<file path="src/rtl/core/bti_pkg.sv">
// ----------------------------------------------------------------------------
// bti_pkg
// Shared constants, codes and helpers for the breakpoint table interpolator.
// ----------------------------------------------------------------------------
`default_nettype none
package bti_pkg;

    localparam int POINTS_DEFAULT = 64;

    // Operand widths of the shared arithmetic units
    localparam int MUL_W = 34;
    localparam int DIV_NW = 66;
    localparam int DIV_DW = 34;

    // pi with 32 fraction bits
    localparam logic [MUL_W-1:0] PI_Q32 = 34'h3243F6A89;
    // Offset magnitude clamp, 2^40
    localparam logic [DIV_NW-1:0] OFF_CLAMP = 66'h100_0000_0000;

    localparam logic KIND_WRITE = 1'b0;
    localparam logic KIND_QUERY = 1'b1;

    localparam logic [1:0] ST_OK     = 2'd0;
    localparam logic [1:0] ST_FEW    = 2'd1;
    localparam logic [1:0] ST_BEYOND = 2'd2;

    function automatic logic [32:0] abs33(input logic signed [32:0] v);
        abs33 = v[32] ? (~v + 33'd1) : v;
    endfunction

endpackage
`default_nettype wire

</file>
<file path="src/rtl/core/bti_mul.sv">
// ----------------------------------------------------------------------------
// bti_mul
// Shared unsigned multiplier with a registered product.
// ----------------------------------------------------------------------------
`default_nettype none
module bti_mul (
    input  wire logic                          clk,
    input  wire logic [bti_pkg::MUL_W-1:0]     a,
    input  wire logic [bti_pkg::MUL_W-1:0]     b,
    output logic      [2*bti_pkg::MUL_W-1:0]   p
);
    import bti_pkg::*;

    logic [2*MUL_W-1:0] p_reg;

    always_ff @(posedge clk)
    begin
        p_reg <= a * b;
    end

    assign p = p_reg;

endmodule
`default_nettype wire

</file>
<file path="config.mk">
export PLATFORM = sky130hd
export DESIGN_NAME = bti_mul
export DESIGN_NICKNAME = d
export VERILOG_FILES = /design/src/rtl/core/bti_pkg.sv /design/src/rtl/core/bti_mul.sv
export SDC_FILE = /design/constraint.sdc
export NUM_CORES = 2
export LEC_CHECK = 0
export BUFFER_PORTS_ARGS = -buffer_cell sky130_fd_sc_hd__buf_4
export CAP_MARGIN = 20
export CORE_ASPECT_RATIO = 1.5
export CORE_UTILIZATION = 34
export DETAILED_ROUTE_END_ITERATION = 7
export HOLD_SLACK_MARGIN = 0.12
export PLACE_DENSITY = 0.5
export SYNTH_ARGS = -nofsm -noshare
export SYNTH_HDL_FRONTEND = slang
export SYNTH_SLANG_ARGS = --single-unit
</file>
<file path="constraint.sdc">
create_clock -name clk -period 21 [get_ports clk]
set_input_delay 4.2 -clock clk [delete_from_list [all_inputs] [get_ports clk]]
set_output_delay 4.2 -clock clk [all_outputs]
set_load 0.01 [all_outputs]
</file>
# == Yosys cells after proc, flatten, opt, wreduce, memory -nomap -nowiden ==
# Index checks and enable logic that the tools add are counted.
# totals
output_inout_bits,68
regBits,68
# op_classes
n_mul,1
# ops
op,count
multiplier 34 x 34 -> 68 bit,1

# == Logic depth before layout (Yosys ltp) ==
# logic_depth
depth_word,1
ltp_mapped,29
ltp_nobuf,27

# == Worst setup path before layout ==
# OpenSTA, ideal clock, no wires.
# synth_path
path_type,input to register
startpoint,input b[4] (netlist name)
endpoint,register p_reg[66] (netlist: p[66])
arrival_time_ps,10742
t_required_ps,20877
path_slack_ps,10136
path_buffers,3
stages,27
cell_sequence,clkbuf_1 -> clkbuf_1 -> nand2_1 -> fa_1 -> fa_1 -> inv_1 -> fa_1 -> inv_1 -> fa_1 -> fa_1 -> inv_1 -> fa_1 -> fa_1 -> inv_1 -> fa_1 -> inv_1 -> ha_1 -> buf_6 -> a21oi_1 -> o21ai_0 -> a211oi_2 -> nor2_1 -> o31ai_1 -> nor3_1 -> nor3_2 -> o21ai_1 -> xor2_1
# synth_via
elab_chain_cells,1
# synth_lines
element,line,text
start: declaration,bti_mul.sv:9,"input wire logic [bti_pkg::MUL_W-1:0] b,"
multiplier 34 x 34 -> 68 bit,bti_mul.sv:18,p_reg <= a * b;
end signal: assignment,bti_mul.sv:18,
end: declaration,bti_mul.sv:14,logic [2*MUL_W-1:0] p_reg;
# No other way between the ends.

# == Worst setup path in the final report ==
# layout_path
startpoint,input b[27] (netlist name)
endpoint,register p_reg[63] (netlist: p[63])
# The elaborated chain is that of the path after synthesis.

==> metrics.md <==
| Metric | Value |
|---|---|
| Initial antenna violation count | 3 |
| Count of pins over their slew limit | 0 |
| Max clock buf depth | 2 |
| FP Rows | 151 |
| Iter 0 DRT Violations | 1,327 |
| Min Tclk post-route | 11.91 ns |
| Synth Net Count | 5,660 |
| Worst Max-Slew Pin Slew | 0.715 ns |
| Fin cells | 5,660 |
| Crit. End Element | register |
| Placed cell count | 5,642 |
| Via count | 28,200 |
| CTS root buffer | clkbuf_16 |
| DP Worst Slack | 8.94 ns |
| Syn_area_per_cell | 9.04 um^2 |
| Asr flop ratio synth | 0 |
| IO buf count | 136 |
| Pre-antenna DRT Iters | 5 |
| Grt ovf | 0 |
| Startpoint Class | input port |
| Worst Path Required | 21.28 ns |
| Drt total wl | 130,000 um |
| Die ar. | 115,000 um^2 |
| Synth Instances | 4,287 |
| Setup CP Type | input port to register |
| Hold endpoint | p[0]$_DFF_P_ |
| Fillcell total | 11,800 |
| Largest net degree at the start of global routing | 35 |
| Vias in the first global route | 32,100 |
| Hold slack | 4.34 ns |
| Core region area | 113,000 um^2 |
| Yosys warns | 0 |
| Worst slew margin | 0.520 |
| IO Count | 137 |
| CTS sink cnt | 68 |
| Arrival time at the worst endpoint | 12.19 ns |
| CTS Buf Count | 9 |
| CTS H-tree depth | 3 |
| Sequential fraction of the synthesis area | 0.0351 |
| Final Hold Viols | 0 |
| EDFF count, synth | 0 |
| Mapped Area | 38,800 um^2 |
| Hold_sp | b[0] |
| Initial Util | 0.343 |
| Unique masters post-synth | 65 |
| Total GRT Usage | 0.233 |
| Number of setup violations in the final report | 0 |
| Tightest Hold Check Type | input port to register |
| Clk pin slew, worst setup/hold paths | 0.06 ns |
| Per-cell routed wire length | 23.0 um |
| Max FFs per register | 68 |
| Share of cells above drive strength 1 | 0.0402 |
| WHS Path Cells | 2 |
| RSZ-0062 raised after global routing | no |
| Post-Route Setup TNS | 0 ns |
| CP max FO | 34 |
| Post-CTS setup buffer count | 0 |
| Area occupied by multi-input gates | 32,600 um^2 |
| Post-synth top flop | dfxtp_1 |
| HPWL after DPL | 103,000 um |
| Die H | 415 um |
| Max Cap Violations | 0 |
| Yosys reg bits | 68 |
| Final WS setup | 9.09 ns |
| Via density | 4.99 |
| Status | completed |
| Reg area | 1360 um^2 |
| Post-synth top area share | 0.527 |
| GP Congestion | 0.864 |
| Top cells by area, synth | fa_1 (53%), inv_1 (10%), ha_1 (9.2%) |
| Fin crit share | 0.567 |
| Post-CTS Resized | 0 |
| CTS hold repair buffers | 0 |
| Post-DRT Antenna Nets | 0 |
| CTS tree | done |
| Area Overhead vs Synth | 5.50% |
| Die width | 278 um |
| Fmax | 84.0 MHz |
| First-pass GRT wire length | 197,000 um |
| Leading area contributor after synthesis | fa_1 |
| Post-layout net count | 5,573 |
| Residual DRC | 0 |
==> layout make-up <==
class,count,area share
diodes,3,0.000184
clock buffers,12,0.00578
clock inverters,3,0.000367
inverters,1029,0.0945
multi-input cells,2956,0.796
flip-flops and latches,68,0.0333
well taps,1453,0.0445
repair buffers,136,0.0250
==> routing by layer <==
metal	share of wire	vias up	global-route usage
li1	-	12100	-
met1	0.32	15000	0.228
met2	0.55	784	0.439
met3	0.030	358	0.0198
met4	0.10	0	0.196
met5	0	-	0
==> cells by family (layout without fill, tap and decap cells) <==
family	after synthesis	in the layout	share of synthesized area
fa+ha+maj	1304	1304	0.619
buf+inv	1263	1180	0.125
mux	1	1	0.000258
xor+xnor	66	66	0.0149
simple gates	1359	1359	0.169
compound gates	226	226	0.0373
other cells	0	3	0
flops	68	68	0.0351
==> critical path, cell delays in order <==
cell and delay (ns):
buf_4 0.49, nand2_1 0.15, fa_1 0.51, inv_1 0.05, fa_1 0.47, fa_1 0.65
fa_1 0.50, fa_1 0.78, fa_1 0.51, fa_1 0.51, inv_1 0.05, fa_1 0.47
inv_1 0.04, ha_1 0.41, nand4_1 0.20, nor4_1 0.51, nand2_1 0.12, a211oi_1 0.23
a31oi_1 0.19, a21oi_2 0.41, a31oi_2 0.24, o21ai_1 0.21, xor2_1 0.21
==> cells in the mapped netlist (6+ instances only) <==
library cell,number
a21o_1,21
dfxtp_1,68
nand4_1,20
a31oi_1,7
buf_6,8
inv_1,1029
o21ai_1,17
buf_2,6
fa_1,1020
a211oi_1,9
ha_1,284
nor2b_1,6
a21oi_1,77
xor2_1,23
nand3_1,8
nor3_1,12
o21bai_1,13
xnor2_1,43
clkbuf_1,213
o21ai_0,44
nand2_1,729
nor2_1,53
and2_1,504
==> worst max path at each step <==
stage          start            end  slack [ns]  cells after the start
2_1_floorplan   b[4]  p[66]$_DFF_P_       10.14                     27
3_3_place_gp   b[19]  p[63]$_DFF_P_        8.88                     23
3_5_place_dp   a[22]  p[63]$_DFF_P_        8.94                     25
4_1_cts         a[6]  p[63]$_DFF_P_        9.29                     23
5_1_grt        a[22]  p[63]$_DFF_P_        8.79                     25
6_report       b[27]  p[63]$_DFF_P_        9.09                     23
==> placed cells by master (no fill, tap or decap), types with 3 or more instances in the layout <==
cell,count
a211oi_1,9
a21o_1,21
a21oi_1,77
a21oi_2,4
a31oi_1,7
a41oi_1,3
and2_1,504
and3_1,4
buf_4,136
clkbuf_1,3
clkbuf_16,9
clkinv_2,3
dfxtp_1,68
diode_2,3
fa_1,1020
ha_1,284
inv_1,1029
nand2_1,729
nand2b_1,4
nand3_1,8
nand3b_1,3
nand4_1,20
nor2_1,53
nor2b_1,6
nor3_1,12
nor4_1,3
o211ai_1,3
o21a_1,3
o21ai_0,44
o21ai_1,17
o21bai_1,13
o31ai_1,3
or3_1,3
xnor2_1,43
xor2_1,23
==> through the flow <==
stage / utilization / area [um^2]
6_report: 0.362 / 40900
5_1_grt: 0.362 / 40900
2_1_floorplan: - / 38800
3_5_place_dp: 0.360 / 40600
3_3_place_gp: 0.360 / 40600
4_1_cts: 0.362 / 40900
Power is left out: the tool's default activity adds up to more than one toggle a clock period on the data nets, which glitch-free logic cannot reach.
