[src/rtl/core/bti_pkg.sv]
// ----------------------------------------------------------------------------
// bti_pkg
// Shared constants, codes and helpers for the breakpoint table interpolator.
// ----------------------------------------------------------------------------
`default_nettype none
package bti_pkg;

    localparam int POINTS_DEFAULT = 64;

    // Operand widths of the shared arithmetic units
    localparam int MUL_W = 34;
    localparam int DIV_NW = 66;
    localparam int DIV_DW = 34;

    // pi with 32 fraction bits
    localparam logic [MUL_W-1:0] PI_Q32 = 34'h3243F6A89;
    // Offset magnitude clamp, 2^40
    localparam logic [DIV_NW-1:0] OFF_CLAMP = 66'h100_0000_0000;

    localparam logic KIND_WRITE = 1'b0;
    localparam logic KIND_QUERY = 1'b1;

    localparam logic [1:0] ST_OK     = 2'd0;
    localparam logic [1:0] ST_FEW    = 2'd1;
    localparam logic [1:0] ST_BEYOND = 2'd2;

    function automatic logic [32:0] abs33(input logic signed [32:0] v);
        abs33 = v[32] ? (~v + 33'd1) : v;
    endfunction

endpackage
`default_nettype wire

[src/rtl/core/bti_div.sv]
// ----------------------------------------------------------------------------
// bti_div
// Shared restoring divider, one quotient bit per cycle.
// ----------------------------------------------------------------------------
`default_nettype none
module bti_div (
    input  wire logic                         clk,
    input  wire logic                         rst_n,
    input  wire logic                         start,
    input  wire logic [bti_pkg::DIV_NW-1:0]   num,
    input  wire logic [bti_pkg::DIV_DW-1:0]   den,
    output logic                              done,
    output logic      [bti_pkg::DIV_NW-1:0]   quo
);
    import bti_pkg::*;

    localparam int CNT_W = $clog2(DIV_NW + 1);

    logic [DIV_NW-1:0] num_reg;
    logic [DIV_NW-1:0] quo_reg;
    logic [DIV_DW-1:0] den_reg;
    logic [DIV_DW-1:0] rem_reg;
    logic [CNT_W-1:0]  cnt_reg;
    logic              done_reg;
    logic [DIV_DW:0]   rem2;
    logic              take;

    assign rem2 = {rem_reg, num_reg[DIV_NW-1]};
    assign take = (rem2 >= {1'b0, den_reg});

    always_ff @(posedge clk or negedge rst_n)
    begin
        if (!rst_n)
        begin
            cnt_reg  <= '0;
            done_reg <= 1'b0;
        end
        else
        begin
            done_reg <= 1'b0;
            if (start)
            begin
                cnt_reg <= CNT_W'(DIV_NW);
            end
            else if (cnt_reg != '0)
            begin
                cnt_reg <= cnt_reg - CNT_W'(1);
                if (cnt_reg == CNT_W'(1))
                begin
                    done_reg <= 1'b1;
                end
            end
        end
    end

    always_ff @(posedge clk)
    begin
        if (start)
        begin
            num_reg <= num;
            den_reg <= den;
            rem_reg <= '0;
            quo_reg <= '0;
        end
        else if (cnt_reg != '0)
        begin
            // shift in next numerator bit, subtract when it fits
            rem_reg <= take ? DIV_DW'(rem2 - {1'b0, den_reg}) : rem2[DIV_DW-1:0];
            num_reg <= {num_reg[DIV_NW-2:0], 1'b0};
            quo_reg <= {quo_reg[DIV_NW-2:0], take};
        end
    end

    assign done = done_reg;
    assign quo  = quo_reg;

endmodule
`default_nettype wire

[config.mk]
export PLATFORM = sky130hd
export DESIGN_NAME = bti_div
export DESIGN_NICKNAME = d
export VERILOG_FILES = /design/src/rtl/core/bti_pkg.sv /design/src/rtl/core/bti_div.sv
export SDC_FILE = /design/constraint.sdc
export NUM_CORES = 1
export LEC_CHECK = 0
export ABC_AREA = 1
export BUFFER_PORTS_ARGS = -buffer_cell sky130_fd_sc_hd__buf_2
export CAP_MARGIN = 20
export CORE_MARGIN = 10
export CORE_UTILIZATION = 62
export CTS_CLUSTER_DIAMETER = 30
export DETAILED_ROUTE_END_ITERATION = 10
export PLACE_DENSITY_LB_ADDON = 0.08
export SETUP_SLACK_MARGIN = 0.3
export SLEW_MARGIN = 20
export SYNTH_ARGS = -nofsm -noshare
export SYNTH_HDL_FRONTEND = slang
export SYNTH_SLANG_ARGS = --single-unit
[constraint.sdc]
create_clock -name clk -period 4.11 [get_ports clk]
set_input_delay 0.822 -clock clk [delete_from_list [all_inputs] [get_ports clk]]
set_output_delay 0.822 -clock clk [all_outputs]
set_load 0.01 [all_outputs]
Yosys cells after proc, flatten, opt, wreduce, memory -nomap -nowiden
Cells that the tools add are included.
Widths: inputs -> output; s select.
- $add $sub $neg: 2
- reductions and logical operators: 2
- eq/ne operators: 1
- muxes and demuxes: 8
- magnitude comparators: 1
- operators by type and width (cell ; count):
    $mux 66 ; 2
    $ge 35x34->1 ; 1
    $mux 34 ; 1
    $sub 34x34->34 ; 1
    $mux 7 ; 2
    $eq 7x1->1 const B ; 1
    $reduce_bool 7->1 ; 1
    $sub 7x1->7 const B ; 1
    $mux 1 ; 3
    $reduce_bool 2->1 ; 1
- word-level logic and storage cells: 20
- input bits: 103
- register bits: 208
- output and inout port bits: 67

Logic depth before layout (Yosys ltp)
Gate-level depths: netlist of the first run.
- word-level depth: 4
- gate-level depth with buffers: 18
- mapped depth without buffers: 18

Least setup slack after synthesis of the first run
OpenSTA, ideal clock, no wires.
- path kind: input to register
- from: input port start
- to: register num_reg[0], enable pin
- data required time: 3.713 ns
- data arrival time: 2.249 ns
- setup slack: 1.464 ns
- library setup time: 0.397 ns
- stages: 4
- path buffers: 2
- cell sequence: clkbuf_1 nor2_4 inv_2 buf_2
- cells in the longest elaborated chain, start to end: 1
- ends and longest elaborated chain (what ; RTL line ; source):
    start: declaration ; bti_div.sv:9 ; input wire logic start,
    $reduce_bool 2->1 (no source line) ; n/a ;
    end signal: assignment ; bti_div.sv:60 ; num_reg <= num;
    end signal: assignment ; bti_div.sv:69 ; num_reg <= {num_reg[DIV_NW-2:0], 1'b0};
    end: declaration ; bti_div.sv:19 ; logic [DIV_NW-1:0] num_reg;
No other way between the ends.
A chain may end at the register's enable or synchronous reset.

Worst setup path after layout of the first run
- from: register den_reg[14]
- to: register rem_reg[11]
- cells in the longest elaborated chain, start to end: 2
- ends and longest elaborated chain (what ; RTL line ; source):
    start: declaration ; bti_div.sv:21 ; logic [DIV_DW-1:0] den_reg;
    start signal: assignment ; bti_div.sv:61 ; den_reg <= den;
    $ge 35x34->1 ; bti_div.sv:29 ; assign take = (rem2 >= {1'b0, den_reg});
    $mux 34 ; bti_div.sv:68 ; rem_reg <= take ? DIV_DW'(rem2 - {1'b0, den_reg}) : rem2[DIV_DW-1:0];
    end signal: assignment ; bti_div.sv:68 ;
    end: declaration ; bti_div.sv:22 ; logic [DIV_DW-1:0] rem_reg;
No other way between the ends.

==> out/results.ini, run 1 <==
[logic_synthesis]
ys_seq_area_share_pct=48.9
synth_area_leader_cell=edfxtp_1
synth_top_cell_area_share_pct=28.2
avgSynthCellArea_sq_um=7.69
synthArstFlopShare_pct=3.85
ys_ff_latch=208
ys.flop_type=edfxtp_1
synth_edf_count=100
synth_area_leaders=edfxtp_1, nand2_1, dfxtp_1, inv_1, ha_1
syn_nets=1524
synth_area_sq_um=10600
yosysWarnings=0
yosysUniqueCellTypes=39
syn_inst=1384

[clocking]
post_cts_resized=0
clk-insertion-delay-late_ps=520
htree_levels=2
cts_setup_buffers=0
cts-buffers-inserted=37
cts_num_sinks=208
max-clock-path-buffers=3
cts_tree=built
cts_hold_buf=0
path_clk_slew_ps=60
root_buffer=clkbuf_16

[timing]
drv_slew=0
finalSetupViolCount=0
max_freq_mhz=385
setup-tns-final_ps=0
max_slew.worst_pin.slew_ps=1090
rsz0062_at_grt=no
finalWorstPathRequiredPeriod_ps=2600
fin_skew_ps=24.1
finalHoldViolCount=0
relSlewSlack_pct=27.4
min_period_over_period_pct=63.2

[worst_setup_path]
worstPathCellList=inv_1 > ha_1 > nand2_2 > inv_2 > nand2_1 > nand2_1 > nand2_1 > nand2_1 > a21oi_2 > nand2_2 > nand2_4 > nand2_8 > nand2_1 > nand2_1 > nand2_1 > nand2_1
cp-endpoint=rem_reg[11]$_SDFFE_PP0P_
startpoint=den_reg[14]$_DFFE_PP_
critical-path-slowest-cell=nand2_4
rr_worst_depth=16
rr_endpoint=rem_reg[11]$_SDFFE_PP0P_
reg2reg_slack_ps=1510
critPathMostFrequentCell=nand2_1
worstSetupPathType=reg2reg
cp_max_fo=35
crit_arrival_ps=3000
required_ps=4510
start_kind=flop
max_stage_delay_ps=370
timing.rr.start=den_reg[14]$_DFFE_PP_
end_kind=flop

[detailed_routing]
drc_errors=0
vias_per_cell=5.10
initialDrtViolationCount=535
vias=9204
wirelength_um=27400
wl_per_cell_um=15.2
drtPass1Iterations=5
ant_nets=0

[placement]
gp_congestion=0.920
io_buffers=169
dp_hpwl_um=18800

[global_route]
grt_pass1_wl_um=44200
grt_max_degree=83
grt_pass1_vias=9175
gr-total-overflow=0
antenna_found_initial=2
grt_usage_pct=23.8

[die]
coreArea_sq_um=16700
die_h_um=151
initial_core_util_pct=63.7
die-area_sq_um=22800
rows=47
ioPinCount=170
die_w_um=151

[pwr]
combinationalPowerShare_pct=15.0
power_frac_seq_pct=37.4
swShare_pct=27.8
clkPwrFrac_pct=47.6
irDropWorstVdd_mv=0.423
power.switching_mw=1.80
leakagePower_nw=6.67
power_mw=6.45
power.density_nw_per_um2=502
p_int_mw=4.65

[final_layout]
nNetsFinal=1694
nFillCells=1252
finalCoreUtilization_pct=77.0
layout-drive-gt1-share_pct=17.4
syn_to_final_growth_pct=20.9

[hold_path]
hp-class=in2async

[run_status]
outcome=complete, no violations

[job]
maxCapViolCount=0

power by group through the flow:
| stage | logic (mW) | clock network (mW) | registers, mW |
|---|---|---|---|
| after global placement | 0.935 | 0 | 2.44 |
| after floorplan | 0.742 | 0 | 2.43 |
| after global routing | 1.11 | 3.21 | 2.42 |
| final | 0.970 | 3.07 | 2.41 |
| after CTS | 0.968 | 3.10 | 2.41 |
| after detailed placement | 0.954 | 0 | 2.44 |
cell usage in the layout, fill, tap and decap left out, types with 5 or more instances in the layout:
master	n
edfxtp_1	100
buf_2	168
nand2_1	569
clkbuf_16	39
nand4_1	5
o22ai_1	64
xor2_1	12
nor2_4	5
xnor2_1	5
dfxtp_1	100
nand2_2	7
nor2_2	6
nor3_1	10
inv_1	218
o21ai_0	7
buf_4	6
nand3b_1	12
nand3_1	73
inv_2	11
ha_1	36
nor2_1	45
dfrtp_1	8
o21bai_1	5
o21ai_1	7
a21oi_1	20
worst max-delay path: cells and delay by family (launching register included):
kind,cells,cell delay (ps)
adder cells (fa/ha/maj),1,350
AO/OA/AOI/OAI,1,170
AND/OR/NAND/NOR,12,1510
buffers and inverters,2,80
flip-flops,1,320
per-stage QoR:
stage          std cells  cell area [sq um]  hold slack [ps]  setup WS, ps
2_1_floorplan       1384              10600              442          1460
3_3_place_gp        1735              11600              434          1630
3_5_place_dp        1735              11600              445          1610
4_1_cts             1802              12900              130          1540
5_1_grt             1802              12900              119          1290
6_report            1804              12900              134          1510
routing by layer:
metal / GRT usage (%) / share of wire (%) / wire (um) / up-vias
li1: - / - / - / 4708
met1: 28.4 / 41 / 11200 / 4197
met2: 40.6 / 49 / 13500 / 267
met3: 8.68 / 8.4 / 2310 / 32
met4: 4.57 / 1.2 / 331 / 0
met5: 0 / 0 / 0 / -
cell families (layout without fill, tap and decap cells):
logic type	count (synthesis)	after routing	synth area share (%)
AO/OA/AOI/OAI	109	109	6.26
XOR/XNOR	17	17	1.40
adder cells (fa/ha/maj)	37	37	4.42
buffers and inverters	274	472	10.4
flip-flops	208	208	48.9
other	0	2	0
AND/OR/NAND/NOR	739	739	28.6
cells in the mapped netlist (2+ instances only):
cell	number
buf_6	2
nor2_4	5
or2_2	2
buf_4	6
buf_1	3
a21oi_2	3
o21ai_0	7
inv_2	10
nand3_1	73
nand3b_1	12
nor2_2	6
xnor2_1	5
xor2_1	12
ha_1	36
inv_1	220
dfrtp_1	8
clkbuf_1	12
nand4_1	5
buf_2	20
nor3_1	10
o21ai_1	7
nand2_1	569
nor2_1	45
edfxtp_1	100
o21bai_1	5
a21oi_1	20
dfxtp_1	100
nand2_2	7
o22ai_1	64
area by class of cell:
type | count | area [sq um] | share of cell area (%)
diodes | 2 | 5.00 | 0.0389
well taps | 220 | 275 | 2.14
multi-input cells | 902 | 4330 | 33.7
inverters | 230 | 866 | 6.73
flip-flops and latches | 208 | 5200 | 40.5
clock buffers | 44 | 1000 | 7.81
clock inverters | 23 | 267 | 2.07
repair buffers | 175 | 906 | 7.04
worst min path at each step:
stage | startpoint | slack, ps | cells after the start | endpoint
after floorplan | rem_reg[24]$_SDFFE_PP0P_ | 440 | 2 | rem_reg[24]$_SDFFE_PP0P_
after global placement | quo[65]$_SDFFE_PP0P_ | 430 | 2 | quo[65]$_SDFFE_PP0P_
after detailed placement | quo[65]$_SDFFE_PP0P_ | 450 | 2 | quo[65]$_SDFFE_PP0P_
after CTS | rst_n | 130 | 1 | cnt_reg[4]$_DFFE_PN0P_
after global routing | rst_n | 120 | 1 | cnt_reg[4]$_DFFE_PN0P_
final | rst_n | 130 | 1 | cnt_reg[4]$_DFFE_PN0P_
No activity file was read; power rests on OpenSTA's default activity.
==> inputs of run 2 (changes only) <==
--- a/config.mk
+++ b/config.mk
@@ -5,11 +5,11 @@
 export SDC_FILE = /design/constraint.sdc
 export NUM_CORES = 1
 export LEC_CHECK = 0
-export ABC_AREA = 1
+export ABC_AREA = 0
 export BUFFER_PORTS_ARGS = -buffer_cell sky130_fd_sc_hd__buf_2
 export CAP_MARGIN = 20
 export CORE_MARGIN = 10
-export CORE_UTILIZATION = 62
+export CORE_UTILIZATION = 57
 export CTS_CLUSTER_DIAMETER = 30
 export DETAILED_ROUTE_END_ITERATION = 10
 export PLACE_DENSITY_LB_ADDON = 0.08
==> constraint.sdc (replaced) <==
create_clock -name clk -period 2.4 [get_ports clk]
set_input_delay 0.48 -clock clk [delete_from_list [all_inputs] [get_ports clk]]
set_output_delay 0.48 -clock clk [all_outputs]
set_load 0.01 [all_outputs]
==> run 2 against run 1 <==
Compared with the run above: global-route usage fell by 2.0 points; register-to-register slack got worse by 1900 ps; sequential power rose by 70%; design area rose by 14%; flip-flop and latch count did not move; power rose by 75%; the run now ends with negative setup slack left; clock-buffer cell count rose by 14; critical path depth fell by 2; clock skew fell by 9.9 ps; non-clock buffer count rose by 149.
==> out/results.ini, run 2 <==
[worst_setup_path]
rr_worst_depth=14
worstSetupPathType=reg2reg
reg2reg_slack_ps=-430
path_buf_inv=5
startpoint=num_reg[65]$_DFFE_PP_
start_kind=flop
path_delay_family=compound AO/OA/AOI/OAI gates
rr_endpoint=rem_reg[14]$_SDFFE_PP0P_
worstPathCellList=inv_1 > ha_2 > inv_2 > fa_2 > a211oi_4 > o21ai_2 > a31oi_4 > buf_4 > o21a_4 > buf_6 > buf_6 > xnor2_2 > nand2_2 > a311oi_2
required_ps=2810
critPathMostFrequentCell=buf_6
crit_arrival_ps=3240
end_kind=flop
critical-path-slowest-cell=edfxtp_1
timing.rr.start=num_reg[65]$_DFFE_PP_
cp-endpoint=rem_reg[14]$_SDFFE_PP0P_
max_stage_delay_ps=410
cp_max_fo=4
crit_cells=14

[logic_synthesis]
ys_ff_latch=208
avgSynthCellArea_sq_um=10.0
yosysUniqueCellTypes=63
syn_inst=1013
synth_area_leader_cell=edfxtp_1
synthArstFlopShare_pct=3.85
synth_top_cell_area_share_pct=29.5
synth_common_cells=nand2_1, a21oi_1, dfxtp_1, edfxtp_1, mux2_2
synth_edf_count=100
syn_nets=1153
yosysWarnings=0
synth_area_sq_um=10200
ys_seq_area_share_pct=51.2
ys.flop_type=edfxtp_1
synth_area_leaders=edfxtp_1, dfxtp_1, nand2_1, mux2_2, a21oi_1
yosysMostFrequentCell=nand2_1

[timing]
rsz0062_at_grt=yes
finalWorstPathRequiredPeriod_ps=2830
fin_skew_ps=14.2
hold_ws_ps=140
finalHoldViolCount=0
max_slew.worst_pin.slew_ps=671
drv_slew=0
min_period_over_period_pct=118
setup-tns-final_ps=-9050
finalSetupViolCount=34
relSlewSlack_pct=55.2
max_freq_mhz=353
fin_ws_ps=-430

[clocking]
cts_num_sinks=208
cts-buffers-inserted=41
cts_tree=built
max-clock-path-buffers=3
root_buffer=clkbuf_16
clk-insertion-delay-late_ps=520
path_clk_slew_ps=50
htree_levels=2

[pwr]
irDropWorstVdd_mv=0.737
power_mw=11.3
leakagePower_nw=6.31
power.density_nw_per_um2=767

[final_layout]
final_cell_mix=nand2_1, buf_2, buf_4
fin_area_sq_um=14700
nNetsFinal=1456
syn_to_final_growth_pct=44.7
final_common_cell=nand2_1
layout-drive-gt1-share_pct=45.0

[detailed_routing]
wl_per_cell_um=18.9
vias_per_cell=5.70
wirelength_um=29800
ant_nets=0
drtPass1Iterations=5
drc_errors=0
initialDrtViolationCount=589
vias=8984

[global_route]
grt_pass1_vias=8932
grt_pass1_wl_um=43700
grt_usage_pct=21.8
antenna_found_initial=4
grt_max_degree=74
gr-total-overflow=0

[die]
die_w_um=154
ioPinCount=170
initial_core_util_pct=58.4
coreArea_sq_um=17400
rows=48
die-area_sq_um=23600
die_h_um=154

[run_status]
violations=negative setup slack
outcome=finished with violations

[placement]
gp_congestion=0.865
io_buffers=169
pre_cts_slack_ps=-323
dp_hpwl_um=17100
place_area_sq_um=12100

[hold_path]
hp-class=in2reg
holdPathStages=1

[job]
maxCapViolCount=0

==> run 2: cell count changes after synthesis, sizes merged, moves of 61 or more <==
cell,delta
nand2,-374
inv,-185
a21oi,+90
mux2,+65
o22ai,-62
nand3,-61
==> run 2: worst min path at each step <==
stage / from / to
2_1_floorplan: rst_n / cnt_reg[0]$_DFFE_PN0P_
3_3_place_gp: rst_n / done$_DFF_PN0_
3_5_place_dp: rst_n / done$_DFF_PN0_
4_1_cts: den[22] / den_reg[22]$_DFFE_PP_
5_1_grt: den[24] / den_reg[24]$_DFFE_PP_
6_report: den[32] / den_reg[32]$_DFFE_PP_
==> run 2: per-layer routing <==
metal  vias to the layer above  GRT usage [%]  routed length, um
met5                         -              0                 11
met4                         2           6.52               1020
met3                        92           7.75               2530
met2                       371           36.8              14700
met1                      4307           25.5              11500
li1                       4212              -                  -
==> run 2: final cells by class <==
| cell class | count | area [sq um] |
|---|---|---|
| tap | 225 | 282 |
| inverter | 45 | 169 |
| sequential | 208 | 5210 |
| clock inverter | 15 | 193 |
| antenna | 4 | 10.0 |
| clock buffer | 58 | 1200 |
| timing repair buffer | 324 | 2330 |
| multi-input combinational | 696 | 5320 |
| fill | 951 | 2700 |
==> run 2: repair_timing <==
item | in CTS | in global routing
hold buffers | 1 | 0
pin swaps | 40 | 54
setup endpoints to repair | 35 | 102
setup buffers | 14 | 16
endpoints found under the hold margin | 8 | 0
cloned | 3 | 3
resized for setup | 52 | 112
==> run 2: per-stage QoR <==
stage / utilization, % / instances
after global placement: 69.4 / 1461
after CTS: 80.1 / 1552
after global routing: 84.5 / 1573
after detailed placement: 69.4 / 1461
final: 84.5 / 1575
after floorplan: - / 1013
==> run 2: logic make-up (layout without fill, tap and decap cells) <==
family / count (synthesis) / after routing / synth area share (%)
AND/OR/NAND/NOR: 326 / 326 / 13.6
adder cells (fa/ha/maj): 37 / 37 / 4.63
XOR/XNOR: 33 / 33 / 2.84
other: 0 / 4 / 0
AO/OA/AOI/OAI: 234 / 234 / 15.9
flip-flops: 208 / 208 / 51.2
buffers and inverters: 109 / 442 / 4.54
multiplexers: 66 / 66 / 7.29
==> run 2: power breakdown <==
group / switching, mW / internal, mW
Sequential: 0.109 / 3.99
Combinational: 0.753 / 0.764
Clock: 1.86 / 3.82
==> inputs of run 3 (changes only) <==
==> constraint.sdc (replaced) <==
create_clock -name clk -period 2.71 [get_ports clk]
set_input_delay 0.542 -clock clk [delete_from_list [all_inputs] [get_ports clk]]
set_output_delay 0.542 -clock clk [all_outputs]
set_load 0.01 [all_outputs]
==> run 3 against run 2 <==
Compared with the run above: the run still ends with negative setup slack left; combinational power fell by 32%; critical path depth did not move; via count fell by 8.8%; critical endpoint is now rem_reg[28]$_SDFFE_PP0P_.
==> out/results.ini, run 3 (synthesized netlist as in run 2, its figures left out) <==
[detailed_routing]
initialDrtViolationCount=465
vias_per_cell=5.52
wl_per_cell_um=17.0
vias=8197
drtPass1Iterations=5
wirelength_um=25200
ant_nets=0
drc_errors=0

[worst_setup_path]
worstPathCellList=inv_1 > ha_2 > inv_2 > fa_2 > a211oi_2 > o21ai_1 > a31oi_2 > o21ai_1 > a31oi_2 > buf_4 > buf_6 > xnor2_2 > nand2_1 > a211oi_2
critical-path-slowest-cell=edfxtp_1
path_delay_family=compound AO/OA/AOI/OAI gates
max_stage_delay_ps=380
worstSetupPathType=reg2reg
end_kind=flop
crit_arrival_ps=3210
required_ps=3150
cp_max_fo=4
path_buf_inv=4
start_kind=flop

[timing]
max_slew.worst_pin.slew_ps=688
rsz0062_at_grt=yes
finalHoldViolCount=0
finalSetupViolCount=3
fin_skew_ps=18.6
min_period_over_period_pct=102
relSlewSlack_pct=54.1
drv_slew=0
fin_ws_ps=-61.2
max_freq_mhz=361
finalWorstPathRequiredPeriod_ps=2770

[final_layout]
finalCoreUtilization_pct=77.5
nNetsFinal=1364
syn_to_final_growth_pct=32.8
nFillCells=1194
regArea_sq_um=5200
diodes=0
final_common_cell=nand2_1
fin_area_sq_um=13500
final_cell_mix=nand2_1, buf_2, a21oi_1
multi_input_area_sq_um=4920
fin_cells=1484
layout-drive-gt1-share_pct=37.4

[global_route]
antenna_found_initial=1
grt_pass1_vias=8008
grt_pass1_wl_um=40200
grt_usage_pct=20.0
grt_max_degree=73
gr-total-overflow=0

[clocking]
max-clock-path-buffers=3
cts-buffers-inserted=43
cts_num_sinks=208
htree_levels=2
path_clk_slew_ps=50
clk-insertion-delay-late_ps=520
root_buffer=clkbuf_16
cts_tree=built

[die]
die_w_um=154
initial_core_util_pct=58.4
die-area_sq_um=23600
die_h_um=154
rows=48
ioPinCount=170
coreArea_sq_um=17400

[run_status]
outcome=finished with violations
violations=negative setup slack

[job]
maxCapViolCount=0

[placement]
place_area_sq_um=11400
gp_congestion=0.897
place_inst=1385
io_buffers=169
dp_hpwl_um=16300

[hold_path]
hp-class=in2reg

[pwr]
leakagePower_nw=5.71
irDropWorstVdd_mv=0.614
power.density_nw_per_um2=733

-- run 3: changes by cell type in the layout (fill, tap and decap cells not counted), sizes merged --
| cell | delta |
|---|---|
| clkinv | +9 |
| buf | -91 |
| clkbuf | -5 |
| diode | -4 |
-- run 3: per-stage QoR --
step                      TNS (ps)  hold WS (ps)  setup slack [ps]  power, mW
after detailed placement     -4.15           395             -4.15       4.59
after floorplan                  0           246               147       4.29
final                         -132           199             -61.2       9.90
after global routing         -1360           182              -195       10.3
after global placement           0           396              38.8       4.57
after CTS                        0           178              17.7       9.93
-- run 3: report_power, final --
part           switching [mW]  internal [mW]
Combinational           0.534          0.502
Clock                    1.68           3.56
Sequential             0.0919           3.53
Total                    2.31           7.59
-- run 3: layout make-up --
cell class	count	area share, %
Tap cell	225	2.08
Clock buffer	56	9.31
Sequential cell	208	38.5
Timing Repair Buffer	230	10.7
Clock inverter	24	1.73
Multi-Input combinational cell	696	36.4
Inverter	45	1.25
-- run 3: path summary, 6_finish.rpt --
check                                           start                       end  slack (ps)  cells past startpoint
max in group asynchronous                       rst_n    cnt_reg[6]$_DFFE_PN0P_        2100                      2
min in group asynchronous                       rst_n    cnt_reg[0]$_DFFE_PN0P_         430                      2
worst max-delay path            num_reg[65]$_DFFE_PP_  rem_reg[28]$_SDFFE_PP0P_         -60                     14
worst min-delay path                          den[26]     den_reg[26]$_DFFE_PP_         200                      1
worst min register to register   quo[45]$_SDFFE_PP0P_      quo[45]$_SDFFE_PP0P_         460                      2
worst max register to register  num_reg[65]$_DFFE_PP_  rem_reg[28]$_SDFFE_PP0P_         -60                     14
-- run 3: worst reg2reg max path: cells and delay by family, from the launching register on --
kind                     cells  cell delay (ps)
AO/OA/AOI/OAI                6             1240
adder cells (fa/ha/maj)      2              520
flip-flops                   1              380
buffers and inverters        4              360
XOR/XNOR                     1              100
AND/OR/NAND/NOR              1              100
-- run 3: per-layer routing --
| metal | GRT usage, % | wire, um | vias up |
|---|---|---|---|
| met5 | 0 | 13 | - |
| met3 | 7.22 | 2110 | 47 |
| li1 | - | - | 4015 |
| met4 | 5.58 | 426 | 2 |
| met2 | 32.5 | 12200 | 262 |
| met1 | 24.7 | 10500 | 3871 |
-- run 3: timing repair --
action	CTS	global route
buffers inserted	9	8
hold endpoints to repair	8	0
gates resized for setup	60	25
endpoints found under the setup margin	35	35
hold buffers	1	0
cloned	1	0
pin swaps	21	27
